`config.mk`:
```
export PLATFORM = sky130hd
export DESIGN_NAME = http_request_line_tokenizer
export DESIGN_NICKNAME = d
export VERILOG_FILES = /design/src/hdl/hrlt_pkg.sv /design/src/hdl/http_request_line_tokenizer.sv /design/src/hdl/hrlt_core.sv /design/src/hdl/hrlt_result_fifo.sv
export SDC_FILE = /design/constraint.sdc
export NUM_CORES = 1
export LEC_CHECK = 0
export ABC_AREA = 1
export BUFFER_PORTS_ARGS = -buffer_cell sky130_fd_sc_hd__buf_2
export CAP_MARGIN = 20
export CORE_MARGIN = 2
export CORE_UTILIZATION = 50
export DETAILED_ROUTE_END_ITERATION = 12
export GPL_TIMING_DRIVEN = 0
export PLACE_DENSITY = 0.69
export SYNTH_ARGS = -nofsm -noshare
export SYNTH_HDL_FRONTEND = slang
export SYNTH_SLANG_ARGS = --single-unit
```
`constraint.sdc`:
```
create_clock -name aclk -period 8.65 [get_ports aclk]
set_input_delay 1.2975 -clock aclk [delete_from_list [all_inputs] [get_ports aclk]]
set_output_delay 1.2975 -clock aclk [all_outputs]
set_load 0.01 [all_outputs]
```
`src/hdl/hrlt_pkg.sv`:
```
// Shared types and constants for the HTTP request line tokenizer.
package hrlt_pkg;

    // Depth of the result queue; it must hold at least two results.
    localparam int RESULT_FIFO_DEPTH = 4;

    // Characters the tokenizer reacts to.
    localparam logic [7:0] CH_SPACE = 8'h20;
    localparam logic [7:0] CH_QMARK = 8'h3F;
    localparam logic [7:0] CH_PCT   = 8'h25;
    localparam logic [7:0] CH_EQ    = 8'h3D;
    localparam logic [7:0] CH_AMP   = 8'h26;
    localparam logic [7:0] CH_DOT   = 8'h2E;
    localparam logic [7:0] CH_SLASH = 8'h2F;

    // Field kinds carried with each content byte.
    localparam logic [2:0] KIND_METHOD  = 3'd0;
    localparam logic [2:0] KIND_PATH    = 3'd1;
    localparam logic [2:0] KIND_QNAME   = 3'd2;
    localparam logic [2:0] KIND_VERSION = 3'd4;

    // Line status codes.
    localparam logic [1:0] ST_OK      = 2'd0;
    localparam logic [1:0] ST_BAD_LOC = 2'd1;
    localparam logic [1:0] ST_BAD_REQ = 2'd2;

    // Bits of the seen-parts mask.
    localparam logic [2:0] SEEN_METHOD  = 3'b001;
    localparam logic [2:0] SEEN_PATH    = 3'b010;
    localparam logic [2:0] SEEN_VERSION = 3'b100;
    localparam logic [2:0] SEEN_ALL     = 3'b111;

    // Percent escape progress.
    typedef enum logic [1:0] {
        HEX_NONE = 2'd0,
        HEX_PCT  = 2'd1,
        HEX_ONE  = 2'd2
    } hex_state_t;

    typedef enum logic [2:0] {
        PH_METHOD  = 3'd0,
        PH_SKIP1   = 3'd1,
        PH_PATH    = 3'd2,
        PH_QUERY   = 3'd3,
        PH_SKIP2   = 3'd4,
        PH_VERSION = 3'd5
    } phase_t;

    // One result item; byte_valid sits in the lowest bit.
    typedef struct packed {
        logic       last_of_run;
        logic       line_done;
        logic [1:0] status;
        logic       pair_end;
        logic [2:0] field_kind;
        logic [7:0] out_byte;
        logic       byte_valid;
    } result_t;

    // Everything one processed byte produces.
    typedef struct packed {
        logic    extra_valid;
        result_t extra;
        result_t main;
    } hrlt_out_t;

endpackage

```
`src/hdl/http_request_line_tokenizer.sv`:
```
// Top level of the HTTP request line tokenizer: input register, tokenizer core, result queue.
// Each accepted byte waits in the input register until the result queue has room for two
// results; it is then decoded, and its first result is offered on m_tvalid from the queue.
// Throughput: one byte per cycle while each byte yields one result and the queue has room;
// a byte that flushes a held escape digit yields two results, and the input waits whenever
// the result queue cannot take two more results.
// Reset: aresetn is synchronous and active low; it drops all held bytes and queued results
// and puts the tokenizer back at the start of a line.
module http_request_line_tokenizer import hrlt_pkg::*; #(
    parameter int ResultDepth = RESULT_FIFO_DEPTH
) (
    input  logic        aclk,
    input  logic        aresetn,
    // Input stream: one raw byte of the request line per item.
    input  logic        s_tvalid,
    output logic        s_tready,
    input  logic [7:0]  s_tdata,   // [7:0] in_byte
    input  logic        s_tlast,   // end_of_line
    // Result stream.
    output logic        m_tvalid,
    input  logic        m_tready,
    output logic [15:0] m_tdata,   // [7:0] out_byte, [8] pair_end, [10:9] status,
                                   // [11] line_done, [15:12] zero
    output logic [3:0]  m_tuser,   // [0] byte_valid, [3:1] field_kind
    output logic        m_tlast    // last_of_run
);

    // The input register decouples the upstream handshake from the decision logic.
    logic       in_valid_reg;
    logic [7:0] in_byte_reg;
    logic       in_eol_reg;

    logic       proc_fire;
    logic       room_two;
    hrlt_out_t  core_res;
    result_t    head;

    // A byte is decoded only when the queue can take both of its possible results.
    assign proc_fire = in_valid_reg && room_two;
    assign s_tready  = !in_valid_reg || proc_fire;

    always_ff @(posedge aclk) begin
        if (!aresetn) begin
            in_valid_reg <= 1'b0;
        end else if (s_tready) begin
            in_valid_reg <= s_tvalid;
        end
    end

    always_ff @(posedge aclk) begin
        if (s_tready && s_tvalid) begin
            in_byte_reg <= s_tdata;
            in_eol_reg  <= s_tlast;
        end
    end

    // The core holds the line state and decides the results of the held byte.
    hrlt_core u_core (
        .aclk    (aclk),
        .aresetn (aresetn),
        .proc_en (proc_fire),
        .in_byte (in_byte_reg),
        .in_eol  (in_eol_reg),
        .res     (core_res)
    );

    // When a held escape digit is flushed, it is queued ahead of the byte's own result.
    hrlt_result_fifo #(
        .Depth (ResultDepth)
    ) u_fifo (
        .aclk     (aclk),
        .aresetn  (aresetn),
        .wr_en    (proc_fire),
        .wr_two   (core_res.extra_valid),
        .wr_data0 (core_res.extra_valid ? core_res.extra : core_res.main),
        .wr_data1 (core_res.main),
        .room_two (room_two),
        .rd_en    (m_tready),
        .rd_valid (m_tvalid),
        .rd_data  (head)
    );

    assign m_tdata = {4'd0, head.line_done, head.status, head.pair_end, head.out_byte};
    assign m_tuser = {head.field_kind, head.byte_valid};
    assign m_tlast = head.last_of_run;

    // A flushed escape digit is always content and never ends the byte's run.
    assert property (@(posedge aclk) disable iff (!aresetn)
        proc_fire && core_res.extra_valid |->
            core_res.extra.byte_valid && !core_res.extra.last_of_run)
        else $error("flushed escape result malformed");

    // The byte's own result marks the line end exactly when the byte does.
    assert property (@(posedge aclk) disable iff (!aresetn)
        proc_fire |-> core_res.main.last_of_run && (core_res.main.line_done == in_eol_reg))
        else $error("own result framing wrong");

    // A line-done result always closes its byte's run.
    assert property (@(posedge aclk) disable iff (!aresetn)
        m_tvalid && m_tdata[11] |-> m_tlast)
        else $error("line_done on a result that is not last of run");

    // A byte waiting for queue space is kept unchanged.
    assert property (@(posedge aclk) disable iff (!aresetn)
        in_valid_reg && !proc_fire |=> in_valid_reg && $stable(in_byte_reg)
            && $stable(in_eol_reg))
        else $error("held byte lost while stalled");

endmodule

```
`src/hdl/hrlt_core.sv`:
```
// Tokenizer state and the per-byte decision logic.
module hrlt_core import hrlt_pkg::*; (
    input  logic       aclk,
    input  logic       aresetn,
    input  logic       proc_en,
    input  logic [7:0] in_byte,
    input  logic       in_eol,
    output hrlt_out_t  res
);

    phase_t     phase_reg, phase_next, work_phase;
    logic       in_value_reg, in_value_next;
    logic       prev_dot_reg, prev_dot_next;
    hex_state_t hex_reg, hex_next;
    logic [3:0] hexv_reg, hexv_next;
    logic [2:0] seen_reg, seen_next;
    logic [1:0] err_reg, err_next;

    logic       is_hex;
    logic [3:0] digit;
    logic       consumed;
    logic       r_valid;
    logic [7:0] r_byte;
    logic [2:0] r_kind;
    logic       r_pair;
    logic       x_valid;

    always_ff @(posedge aclk) begin
        if (!aresetn) begin
            phase_reg    <= PH_METHOD;
            in_value_reg <= 1'b0;
            prev_dot_reg <= 1'b0;
            hex_reg      <= HEX_NONE;
            hexv_reg     <= 4'd0;
            seen_reg     <= 3'd0;
            err_reg      <= ST_OK;
        end else if (proc_en) begin
            phase_reg    <= phase_next;
            in_value_reg <= in_value_next;
            prev_dot_reg <= prev_dot_next;
            hex_reg      <= hex_next;
            hexv_reg     <= hexv_next;
            seen_reg     <= seen_next;
            err_reg      <= err_next;
        end
    end

    // Uppercase hex only; the digit value is meaningful only when is_hex is set.
    assign is_hex = (in_byte >= 8'h30 && in_byte <= 8'h39) ||
                    (in_byte >= 8'h41 && in_byte <= 8'h46);
    assign digit  = (in_byte <= 8'h39) ? in_byte[3:0] : in_byte[3:0] + 4'd9;

    always_comb begin
        phase_next    = phase_reg;
        work_phase    = phase_reg;
        in_value_next = in_value_reg;
        prev_dot_next = prev_dot_reg;
        hex_next      = hex_reg;
        hexv_next     = hexv_reg;
        seen_next     = seen_reg;
        err_next      = err_reg;
        consumed      = 1'b0;
        r_valid       = 1'b0;
        r_byte        = 8'd0;
        r_kind        = KIND_METHOD;
        r_pair        = 1'b0;
        x_valid       = 1'b0;

        if (err_reg == ST_OK) begin
            // A non-space byte ends a run of separator spaces.
            if (phase_reg == PH_SKIP1 && in_byte != CH_SPACE) begin
                work_phase = PH_PATH;
            end else if (phase_reg == PH_SKIP2 && in_byte != CH_SPACE) begin
                work_phase = PH_VERSION;
            end
            phase_next = work_phase;

            unique case (work_phase)
                PH_METHOD: begin
                    if (in_byte == CH_SPACE) begin
                        phase_next = PH_SKIP1;
                    end else begin
                        r_valid   = 1'b1;
                        r_byte    = in_byte;
                        r_kind    = KIND_METHOD;
                        seen_next = seen_reg | SEEN_METHOD;
                    end
                end
                PH_PATH: begin
                    if (in_byte == CH_SPACE) begin
                        phase_next = PH_SKIP2;
                    end else if (in_byte == CH_QMARK) begin
                        phase_next    = PH_QUERY;
                        in_value_next = 1'b0;
                        hex_next      = HEX_NONE;
                    end else if (in_byte == CH_SLASH && prev_dot_reg) begin
                        err_next = ST_BAD_LOC;
                    end else begin
                        r_valid   = 1'b1;
                        r_byte    = in_byte;
                        r_kind    = KIND_PATH;
                        seen_next = seen_reg | SEEN_PATH;
                    end
                    prev_dot_next = (in_byte == CH_DOT);
                end
                PH_QUERY: begin
                    if (hex_reg == HEX_PCT) begin
                        if (is_hex) begin
                            hexv_next = digit;
                            hex_next  = HEX_ONE;
                            consumed  = 1'b1;
                        end else begin
                            // A bare percent sign is simply dropped.
                            hex_next = HEX_NONE;
                        end
                    end else if (hex_reg == HEX_ONE) begin
                        if (is_hex) begin
                            r_valid  = 1'b1;
                            r_byte   = {hexv_reg, digit};
                            r_kind   = {2'b01, in_value_reg};
                            consumed = 1'b1;
                        end else begin
                            // The held single digit goes out ahead of this byte.
                            x_valid = 1'b1;
                        end
                        hex_next = HEX_NONE;
                    end
                    if (!consumed) begin
                        if (in_byte == CH_SPACE) begin
                            r_pair     = 1'b1;
                            phase_next = PH_SKIP2;
                        end else if (in_byte == CH_PCT) begin
                            hex_next = HEX_PCT;
                        end else if (in_byte == CH_EQ || in_byte == CH_AMP) begin
                            if (in_value_reg) begin
                                r_pair        = 1'b1;
                                in_value_next = 1'b0;
                            end else begin
                                in_value_next = 1'b1;
                            end
                        end else begin
                            r_valid = 1'b1;
                            r_byte  = in_byte;
                            r_kind  = {2'b01, in_value_reg};
                        end
                    end
                    // The line ends inside the query: flush a held digit, close the pair.
                    if (in_eol && phase_next == PH_QUERY) begin
                        if (hex_next == HEX_ONE) begin
                            r_valid = 1'b1;
                            r_byte  = {4'd0, hexv_next};
                            r_kind  = {2'b01, in_value_next};
                        end
                        r_pair = 1'b1;
                    end
                end
                PH_VERSION: begin
                    r_valid   = 1'b1;
                    r_byte    = in_byte;
                    r_kind    = KIND_VERSION;
                    seen_next = seen_reg | SEEN_VERSION;
                end
                default: begin
                end
            endcase

            if (in_eol && err_next == ST_OK && seen_next != SEEN_ALL) begin
                err_next = ST_BAD_REQ;
            end
        end

        res.extra_valid       = x_valid;
        res.extra.byte_valid  = 1'b1;
        res.extra.out_byte    = {4'd0, hexv_reg};
        res.extra.field_kind  = {2'b01, in_value_reg};
        res.extra.pair_end    = 1'b0;
        res.extra.status      = ST_OK;
        res.extra.line_done   = 1'b0;
        res.extra.last_of_run = 1'b0;

        res.main.byte_valid   = r_valid;
        res.main.out_byte     = r_byte;
        res.main.field_kind   = r_kind;
        res.main.pair_end     = r_pair;
        res.main.status       = err_next;
        res.main.line_done    = in_eol;
        res.main.last_of_run  = 1'b1;

        // Every line starts from a clean state.
        if (in_eol) begin
            phase_next    = PH_METHOD;
            in_value_next = 1'b0;
            prev_dot_next = 1'b0;
            hex_next      = HEX_NONE;
            hexv_next     = 4'd0;
            seen_next     = 3'd0;
            err_next      = ST_OK;
        end
    end

endmodule

```
`src/hdl/hrlt_result_fifo.sv`:
```
// Small result queue that takes one or two results a cycle and gives one.
module hrlt_result_fifo import hrlt_pkg::*; #(
    parameter int Depth = RESULT_FIFO_DEPTH
) (
    input  logic    aclk,
    input  logic    aresetn,
    input  logic    wr_en,
    input  logic    wr_two,
    input  result_t wr_data0,
    input  result_t wr_data1,
    output logic    room_two,
    input  logic    rd_en,
    output logic    rd_valid,
    output result_t rd_data
);

    localparam int PtrW = (Depth > 1) ? $clog2(Depth) : 1;
    localparam int CntW = $clog2(Depth + 1);
    localparam logic [PtrW-1:0] LastPtr = PtrW'(Depth - 1);

    result_t         mem [Depth];
    logic [PtrW-1:0] wr_ptr_reg, wr_ptr_next;
    logic [PtrW-1:0] rd_ptr_reg, rd_ptr_next;
    logic [CntW-1:0] count_reg, count_next;
    logic [PtrW-1:0] wr_addr1;
    logic [PtrW-1:0] wr_addr2;
    logic            do_rd;

    assign wr_addr1 = (wr_ptr_reg == LastPtr) ? '0 : wr_ptr_reg + 1'b1;
    assign wr_addr2 = (wr_addr1 == LastPtr) ? '0 : wr_addr1 + 1'b1;
    assign do_rd    = rd_en && (count_reg != '0);
    assign rd_valid = (count_reg != '0);
    assign rd_data  = mem[rd_ptr_reg];
    assign room_two = (count_reg <= CntW'(Depth - 2));

    always_comb begin
        wr_ptr_next = wr_ptr_reg;
        rd_ptr_next = rd_ptr_reg;
        count_next  = count_reg;
        if (wr_en) begin
            wr_ptr_next = wr_two ? wr_addr2 : wr_addr1;
            count_next  = count_next + (wr_two ? CntW'(2) : CntW'(1));
        end
        if (do_rd) begin
            rd_ptr_next = (rd_ptr_reg == LastPtr) ? '0 : rd_ptr_reg + 1'b1;
            count_next  = count_next - CntW'(1);
        end
    end

    always_ff @(posedge aclk) begin
        if (!aresetn) begin
            wr_ptr_reg <= '0;
            rd_ptr_reg <= '0;
            count_reg  <= '0;
        end else begin
            wr_ptr_reg <= wr_ptr_next;
            rd_ptr_reg <= rd_ptr_next;
            count_reg  <= count_next;
        end
    end

    always_ff @(posedge aclk) begin
        if (wr_en) begin
            mem[wr_ptr_reg] <= wr_data0;
            if (wr_two) begin
                mem[wr_addr1] <= wr_data1;
            end
        end
    end

endmodule
```
==> results by group, run 1 <==
Run status
  – Status: complete, no violations

Worst setup path
  – R2R depth: 15
  – CP Buf/Inv Count: 4
  – CP max stage cell: clkbuf_1
  – Worst setup EP type: output pin
  – CP Data Arrival Time: 2.11 ns
  – CP Class: reg -> out
  – CP startpoint kind: register
  – Most numerous cell on the critical path: clkbuf_1
  – Stages on worst setup path: 6
  – CP max FO: 10
  – Critical-path cell list: clkbuf_1, inv_1, clkbuf_1, o21ai_0, o22ai_1, buf_2
  – Delay-heaviest family, CP: buffers and inverters
  – CP max stage delay: 0.50 ns
  – Worst Path Required: roughly 7.4 ns

Detailed routing
  – Drt first pass iters: 7
  – DR DRC count: 0
  – Vias per Instance: 5.53
  – Antenna Violating Nets Remaining: 0
  – Avg WL per Cell: between 15 and 20 µm
  – Initial drt markers: 521
  – Vias: 4,974
  – WL final: ~15 mm

Cells and area
  – Multi-input logic area: 2540 µm²
  – Final Cell Area: 6380 µm²
  – Max reg flops: 68
  – Fill count: 1,063
  – Sequential cell area: ~2800 µm²
  – Area Overhead vs Synth: 10.6%
  – Layout cell share with drive strength beyond 1: between 15 and 20%
  – # diodes: 0
  – Layout Nets: 778

Logic synthesis
  – Compound-Gate Fraction of Synth Area: around 12%
  – Sequential share of the synthesized area: between 40% and 50%
  – Mapped Cells: 707
  – Top cells by area, synth: edfxtp_1, dfxtp_1, nand2_1
  – Post-Synth XOR/XNOR Area: 0.456%
  – Top-area cell type share of the netlist area: 38.0%
  – Mux cell area share after synthesis: 0%
  – Largest family of logic cells by synthesized area: simple AND/OR/NAND/NOR gates
  – Avg Cell Area, Syn: 8.16 µm²
  – EDFF count, synth: 73
  – Area share of and/or/nand/nor cells after synthesis: 27.9%
  – Mapped Area: between 5000 and 6000 µm²
  – Synth Flop Type: edfxtp_1
  – Number of synthesized register bits: 103
  – Synth Area in Adders: 3.17%
  – Top-count cell post-synth: nand2_1
  – Synth warn: 0
  – Synth area leader: edfxtp_1
  – Cell variety after synth: 42
  – Post-synth top cells: nand2_1, nor2_1, edfxtp_1
  – Post-synth ARST share: 0%

STA
  – TNS Setup: 0 ns
  – Period Utilization, post-route: 39.4%
  – Clock period minus worst slack: 3.41 ns
  – Setup Viol. Count Final: 0
  – FMAX: 293 MHz
  – Final hold vios: 0
  – Worst Max-Slew Pin Slew: 0.938 ns
  – Worst relative slew slack: 37.5%
  – Final Skew: 0.00566 ns
  – Slew Viols, Final: 0
  – RSZ-0062 raised after global routing: no

Clocking
  – # clock sinks: 103
  – Clk Tree Root Cell: clkbuf_16
  – Clk slew on worst S/H paths: 0.07 ns
  – Clk Latency, worst-skew pair: ~0.34 ns
  – Hold_buf cts: 0
  – CTS Buf Count: 9
  – Post-CTS setup buffers: 0
  – H-tree depth: 3
  – TritonCTS clock tree: yes
  – CTS Buffer Depth: 2
  – Post-cts gate resize count: 0

Place
  – Placed Area: ~6000 µm²
  – # port buffers: 30
  – Routability congestion estimate: 0.935
  – Post-DP HPWL: 10.6 mm

Power
  – Max VDD drop: 0.109 mV
  – Cell Pwr Density: between 200 and 250 nW/µm²
  – LEAKAGE: about 2.7 nW

Floorplan
  – Die area: between 10,000 and 15,000 µm²
  – Core area: 11,300 µm²
  – IO Pins: 36
  – Die Span X: 111 µm
  – Site row count: 39
  – Initial Util: 50.9%
  – Die span in y: roughly 110 µm

GRT
  – Initial antenna violation count: 0
  – Vias in the first global route: 4,696
  – First-pass GRT wire length: 24.0 mm
  – Remaining global-route overflow: 0
  – Overall Global Routing Usage: between 20% and 30%
  – Largest net degree at the start of global routing: 19

Hold path
  – Hold Path Stages: 2
  – Tightest Hold Check Type: reg -> reg

Run
  – Maxcap violations: 0
## power by group
part	internal [mW]	switching (mW)	leakage (nW)	total [mW]
Combinational	0.106	0.221	1.68	0.327
Clock	0.196	0.185	0.132	0.381
Sequential	0.572	0.0239	0.885	0.596
## cells in the final DEF (no fill, tap or decap), types with 13 or more instances in the layout
| cell type | synthesis | layout |
|---|---|---|
| o22ai_1 | 21 | 21 |
| edfxtp_1 | 73 | 73 |
| dfxtp_1 | 30 | 30 |
| o21ai_0 | 52 | 52 |
| nand2_2 | 22 | 22 |
| ha_1 | 13 | 13 |
| nor2_1 | 98 | 98 |
| inv_1 | 66 | 66 |
| buf_2 | 3 | 33 |
| nand3_1 | 51 | 51 |
| nand2_1 | 157 | 157 |
| a21oi_1 | 28 | 28 |
## area by class of cell
cell class                      instances  share of cell area (%)
Sequential cell                       103                    43.8
Tap cell                              143                    2.81
Clock buffer                            9                    3.53
Clock inverter                          7                   0.726
Inverter                               77                    4.61
Timing Repair Buffer                   30                    2.35
Multi-Input combinational cell        505                    39.9
Buffer                                 25                    2.30
## per-layer routing
layer  GRT usage [%]  part of all wire [%]  wire, µm
met5               0                     0         0
met4            8.31                   1.9       283
met3            4.03                   6.9      1020
met2            40.1                    49      7230
met1            32.8                    42      6260
## through the flow
stage / total power, mW / hold slack [ns] / instances / utilization, % / worst slack (ns)
2_1_floorplan: 0.811 / 0.422 / 710 / - / 5.75
3_3_place_gp: 0.920 / 0.434 / 883 / 53.9 / 5.44
3_5_place_dp: 0.929 / 0.436 / 883 / 53.9 / 5.38
4_1_cts: 1.31 / 0.453 / 899 / 56.3 / 5.26
5_1_grt: 1.38 / 0.481 / 899 / 56.3 / 5.09
6_report: 1.30 / 0.453 / 899 / 56.3 / 5.24
## final timing paths
check | end | startpoint | slack [ns]
max | m_tuser[1] | register | 5.24
min | u_fifo.mem[2][16] | u_fifo.mem[2][16] | 0.45
max reg2reg | u_fifo.mem[2][6] | in_byte_reg[0] | 5.32
min reg2reg | u_fifo.mem[2][16] | u_fifo.mem[2][16] | 0.45
## worst reg2reg max path: cells and delay by family (launching register included)
kind | cells | cell delay (ns)
AO/OA/AOI/OAI | 1 | 0.16
adder cells (fa/ha/maj) | 1 | 0.25
buffers and inverters | 4 | 0.36
flip-flops | 1 | 0.50
AND/OR/NAND/NOR | 9 | 1.93
## cells by family (layout without fill, tap and decap cells)
logic type	Yosys count	in the layout
flip-flops	103	103
adder cells (fa/ha/maj)	14	14
XOR/XNOR	3	3
buffers and inverters	102	148
AO/OA/AOI/OAI	125	125
other	1	4
AND/OR/NAND/NOR	359	359
No activity file was read; power rests on OpenSTA's default activity.
==> run 2: changes to the inputs <==
==> constraint.sdc (replaced) <==
create_clock -name aclk -period 3.23 [get_ports aclk]
set_input_delay 0.4845 -clock aclk [delete_from_list [all_inputs] [get_ports aclk]]
set_output_delay 0.4845 -clock aclk [all_outputs]
set_load 0.01 [all_outputs]
==> results by group, run 2 (synthesized netlist as in run 1, its figures left out) <==
Floorplan
  – Die area: 12,400 µm² (unchanged)
  – IO Pins: 36 (unchanged)
  – Initial Util: 50.9% (unchanged)
  – Die span in y: 111 µm (unchanged)
  – Site row count: 39 (unchanged)
  – Die Span X: 111 µm (unchanged)
  – Core area: 11,300 µm² (unchanged)

Hold path
  – Tightest Hold Check Type: in -> reg
  – Hold Path Stages: 1 (-1)
  – Min-delay src: s_tdata[3]
  – Hold EP: in_byte_reg[3]

Place
  – Routability congestion estimate: 0.935 (unchanged)
  – Pre-CTS setup slack: -0.0441 ns (-5.42 ns)
  – Post-DP HPWL: 10.6 mm (unchanged)
  – # port buffers: 30 (unchanged)
  – Placed Area: 6110 µm² (unchanged)

Worst setup path
  – CP Buf/Inv Count: 3 (-1)
  – CP max stage cell: fa_1
  – CP Data Arrival Time: 3.33 ns (+1.22 ns)
  – CP startpoint kind: register
  – Worst Path Required: 3.51 ns (-3.84 ns)
  – CP max stage delay: 0.47 ns (-0.03 ns)
  – Setup slack, reg-to-reg: 0.18 ns (-5.14 ns)
  – RR Endpoint: u_fifo.count_reg[1]
  – CP Class: reg -> reg
  – CP max FO: 9 (-1)
  – Worst setup EP type: register
  – Stages on worst setup path: 17 (+11)
  – Delay-heaviest family, CP: adder cells
  – Worst reg2reg startpoint: in_byte_reg[0]
  – Critical-path cell list: inv_1, ha_1, nand2_2, nor2_4, nand2_1, nand4_2, nand2_4, inv_2, nand3_2, buf_8, ha_1, fa_1, o21ai_2, ha_1, nand2_1, nand2_1, a21oi_1
  – R2R depth: 17 (+2)

Cells and area
  – Sequential cell area: 2790 µm² (unchanged)
  – Area Overhead vs Synth: 11.3%
  – Most frequent cells in the layout: nand2_1, nor2_1, edfxtp_1
  – Max reg flops: 68 (unchanged)
  – Final Cell Area: 6420 µm² (+0.67%)
  – # diodes: 0 (unchanged)
  – Commonest non-fill, non-tap cell in the layout: nand2_1
  – Final Core Density: 56.7% (+0.38 points)
  – Layout Nets: 782 (+0.51%)
  – Fill count: 1,059 (-0.38%)
  – Layout cell share with drive strength beyond 1: 15.9% (+0.84 points)
  – Multi-input logic area: 2550 µm² (+0.34%)

Detailed routing
  – Drt first pass iters: 6 (-1)
  – Initial drt markers: 509 (-2.3%)
  – Vias per Instance: 5.51 (-0.42%)
  – Vias: 4,975 (+0.020%)
  – DR DRC count: 0 (unchanged)
  – Antenna Violating Nets Remaining: 0 (unchanged)
  – WL final: 14.8 mm (about the same)
  – Avg WL per Cell: 16.4 µm (-0.48%)

Run status
  – Status: complete, no violations

Power
  – Sequential power share: 45.5% (-0.2 points)
  – Internal cell power: 2.35 mW (+170%)
  – Switching part of the total: 33.0% (+0.084 points)
  – Max VDD drop: 0.292 mV (+170%)
  – Clock Power Share: 29.2% (about the same)
  – NetSw: 1.16 mW (+170%)
  – Logic pwr share: 25.3% (+0.2 points)
  – Cell Pwr Density: 546 nW/µm² (+170%)
  – LEAKAGE: 2.72 nW (+0.75%)

STA
  – Period Utilization, post-route: 94.4%
  – Clock period minus worst slack: 3.05 ns
  – Final worst slack: 0.181 ns (-5.06 ns)
  – RSZ-0062 raised after global routing: no
  – Slew Viols, Final: 0 (unchanged)
  – Final Skew: 0.00566 ns (+0.00000730 ns)
  – FMAX: 328 MHz
  – Final hold vios: 0 (unchanged)
  – Setup Viol. Count Final: 0 (unchanged)
  – Worst relative slew slack: 36.8% (-0.68 points)
  – Worst Max-Slew Pin Slew: 0.948 ns (+0.0102 ns)

GRT
  – Largest net degree at the start of global routing: 19 (unchanged)
  – Overall Global Routing Usage: 24.3% (+0.058 points)
  – Remaining global-route overflow: 0 (unchanged)
  – Initial antenna violation count: 0 (unchanged)
  – First-pass GRT wire length: 24.1 mm (+0.20%)
  – Vias in the first global route: 4,701 (+0.11%)

Clocking
  – Clk Latency, worst-skew pair: 0.34 ns (about the same)
  – CTS Buf Count: 9 (unchanged)
  – H-tree depth: 3 (unchanged)
  – TritonCTS clock tree: yes
  – # clock sinks: 103 (unchanged)
  – CTS Buffer Depth: 2 (unchanged)
  – Hold_buf cts: 0 (unchanged)
  – Clk slew on worst S/H paths: 0.07 ns (about the same)
  – Clk Tree Root Cell: clkbuf_16

Run
  – Maxcap violations: 0 (unchanged)
## run 2: power by group through the flow
stage	Sequential (mW)	Combinational (mW)	Clock (mW)
3_5_place_dp	1.62	0.864	0
5_1_grt	1.61	0.987	1.10
3_3_place_gp	1.62	0.845	0
4_1_cts	1.59	0.876	1.04
2_1_floorplan	1.60	0.569	0
6_report	1.59	0.887	1.02
## run 2: what timing repair did
action / 4_1_cts / 5_1_grt
setup endpoints to repair: 15 / 9
setup buffers: 2 / 2
resized for setup: 1 / 4
## run 2: cell type report
type	count	area share, %
Tap cell	143	2.79
Timing Repair Buffer	34	2.81
Inverter	77	4.58
Clock inverter	7	0.721
Multi-Input combinational cell	505	39.8
Clock buffer	9	3.51
Buffer	25	2.34
Sequential cell	103	43.5
## run 2: per-layer routing
metal / wire [µm] / global-route usage [%]
met3: 1010 / 4.03
met5: 0 / 0
met1: 6340 / 33.0
met4: 304 / 8.31
met2: 7140 / 40.1
## run 2: stage by stage
step	std cells	hold WS (ns)	power [mW]	TNS (ns)
2_1_floorplan	710	0.422	2.17	0
3_3_place_gp	883	0.434	2.46	0
3_5_place_dp	883	0.436	2.49	-0.107
4_1_cts	901	0.302	3.51	0
5_1_grt	903	0.303	3.70	0
6_report	903	0.312	3.51	0
## run 2: worst max-delay path by stage
stage / start / endpoint
2_1_floorplan: in_byte_reg[0] / u_fifo.count_reg[1]
3_3_place_gp: in_byte_reg[0] / u_fifo.count_reg[1]
3_5_place_dp: in_byte_reg[0] / u_fifo.mem[2][6]
4_1_cts: in_byte_reg[0] / u_fifo.count_reg[1]
5_1_grt: in_byte_reg[0] / u_fifo.count_reg[1]
6_report: in_byte_reg[0] / u_fifo.count_reg[1]
==> run 3: changes to the inputs <==
--- a/config.mk
+++ b/config.mk
@@ -11,7 +11,7 @@
 export CORE_MARGIN = 2
 export CORE_UTILIZATION = 50
 export DETAILED_ROUTE_END_ITERATION = 12
-export GPL_TIMING_DRIVEN = 0
+export GPL_TIMING_DRIVEN = 1
 export PLACE_DENSITY = 0.69
 export SYNTH_ARGS = -nofsm -noshare
 export SYNTH_HDL_FRONTEND = slang
==> results by group, run 3 (synthesized netlist as in run 1, its figures left out) <==
Cells and area
  – Area Overhead vs Synth: 10.2%
  – Most frequent cells in the layout: nand2_1, nor2_1, edfxtp_1
  – Fill count: 1,052 (-0.66%)
  – Commonest non-fill, non-tap cell in the layout: nand2_1
  – Layout Nets: 769 (-1.7%)
  – Layout cell share with drive strength beyond 1: 15.8% (-0.12 points)
  – # diodes: 0 (unchanged)
  – Max reg flops: 68 (unchanged)
  – Final Cell Area: 6350 µm² (-1.0%)

Floorplan
  – Die Span X: 111 µm (unchanged)
  – Die span in y: 111 µm (unchanged)
  – IO Pins: 36 (unchanged)
  – Core area: 11,300 µm² (unchanged)
  – Site row count: 39 (unchanged)
  – Die area: 12,400 µm² (unchanged)
  – Initial Util: 50.9% (unchanged)

Clocking
  – Clk slew on worst S/H paths: 0.07 ns (about the same)
  – H-tree depth: 3 (unchanged)
  – CTS Buffer Depth: 2 (unchanged)
  – Clk Latency, worst-skew pair: 0.35 ns (about the same)
  – Hold_buf cts: 0 (unchanged)
  – TritonCTS clock tree: yes
  – # clock sinks: 103 (unchanged)
  – Clk Tree Root Cell: clkbuf_16
  – CTS Buf Count: 9 (unchanged)

Worst setup path
  – Worst Path Required: 3.52 ns (about the same)
  – CP Buf/Inv Count: 4 (+1)
  – CP max FO: 12 (+3)
  – CP Class: reg -> reg
  – Delay-heaviest family, CP: adder cells
  – CP Data Arrival Time: 3.19 ns (-0.14 ns)
  – CP max stage cell: fa_1
  – CP startpoint kind: register
  – CP max stage delay: 0.48 ns (about the same)
  – Critical-path cell list: inv_1, ha_1, nand3_1, nor2_2, o21ai_2, nand2_4, inv_2, nand3_2, buf_4, inv_2, fa_1, o21ai_1, ha_1, nand2_1, nand2_1, a21oi_1
  – Worst setup EP type: register

STA
  – Worst Max-Slew Pin Slew: 0.973 ns (+0.0246 ns)
  – FMAX: 345 MHz (+5.1%)
  – Worst relative slew slack: 35.1% (-1.6 points)
  – Setup Viol. Count Final: 0 (unchanged)
  – Period Utilization, post-route: 89.8% (-4.6 points)
  – Final hold vios: 0 (unchanged)
  – Clock period minus worst slack: 2.90 ns (-0.148 ns)
  – Final Skew: 0.0105 ns (+0.00479 ns)
  – Worst hold slack: 0.303 ns (-0.00915 ns)
  – RSZ-0062 raised after global routing: no
  – Slew Viols, Final: 0 (unchanged)
  – TNS Setup: 0 ns (unchanged)

Run status
  – Status: complete, no violations

Power
  – LEAKAGE: 2.70 nW (-0.74%)
  – Cell Pwr Density: 546 nW/µm² (about the same)
  – Max VDD drop: 0.269 mV (-7.7%)

Detailed routing
  – Vias: 4,804 (-3.4%)
  – Initial drt markers: 311 (-39%)
  – Vias per Instance: 5.40 (-2.0%)
  – WL final: 13.6 mm (-7.9%)
  – Avg WL per Cell: 15.3 µm (-6.6%)
  – Drt first pass iters: 5 (-1)
  – DR DRC count: 0 (unchanged)
  – Antenna Violating Nets Remaining: 0 (unchanged)

GRT
  – Largest net degree at the start of global routing: 35 (+16)
  – Overall Global Routing Usage: 23.0% (-1.4 points)
  – Remaining global-route overflow: 0 (unchanged)
  – Vias in the first global route: 4,664 (-0.79%)
  – First-pass GRT wire length: 22.9 mm (-4.9%)
  – Initial antenna violation count: 0 (unchanged)

Place
  – # port buffers: 31 (+3.3%)
  – Placed Area: 6060 µm² (-0.84%)
  – Routability congestion estimate: 0.940 (+0.61%)
  – Post-DP HPWL: 10.1 mm (-4.9%)

Run
  – Maxcap violations: 0 (unchanged)

Hold path
  – Tightest Hold Check Type: in -> reg
run 3: path summary, 6_finish.rpt:
path | startpoint | to | slack (ns) | depth (start not counted)
hold reg to reg | u_fifo.mem[1][16] | u_fifo.mem[1][16] | 0.46 | 2
setup reg to reg | in_byte_reg[1] | u_fifo.count_reg[1] | 0.33 | 16
hold / removal | s_tlast | in_eol_reg | 0.30 | 1
setup / recovery | in_byte_reg[1] | u_fifo.count_reg[1] | 0.33 | 16
run 3: cell type report:
class                           instances  area, µm²  area share (%)
Sequential cell                       103       2790            43.9
Clock buffer                           11        233            3.66
Clock inverter                          5       43.8           0.689
Multi-Input combinational cell        505       2540            40.0
Timing Repair Buffer                   46        268            4.21
Tap cell                              143        179            2.82
Inverter                               77        294            4.63
run 3: per-stage QoR:
step	util, %	worst slack (ns)	std cells	power [mW]
finish	56.1	0.329	890	3.47
global route	56.1	0.0821	890	3.65
CTS	55.9	0.162	887	3.48
detailed placement	53.5	0.171	871	2.46
global placement	53.5	0.310	871	2.44
floorplan	-	0.332	710	2.17
run 3: per-layer routing:
metal | wire, µm | GRT usage [%] | vias up
met5 | 0 | 0 | -
met3 | 665 | 2.61 | 18
li1 | - | - | 2429
met4 | 271 | 9.05 | 0
met1 | 6040 | 31.0 | 2226
met2 | 6640 | 38.2 | 131
run 3: repair_timing:
| item | in CTS | in global routing |
|---|---|---|
| endpoints found under the setup margin | 0 | 2 |
| setup buffers | 0 | 3 |
| gates resized for setup | 0 | 1 |
run 3: power breakdown:
group / internal (mW) / total, mW / switching [mW]
registers: 1.53 / 1.60 / 0.0628
clock network: 0.532 / 1.03 / 0.502
logic: 0.284 / 0.838 / 0.554
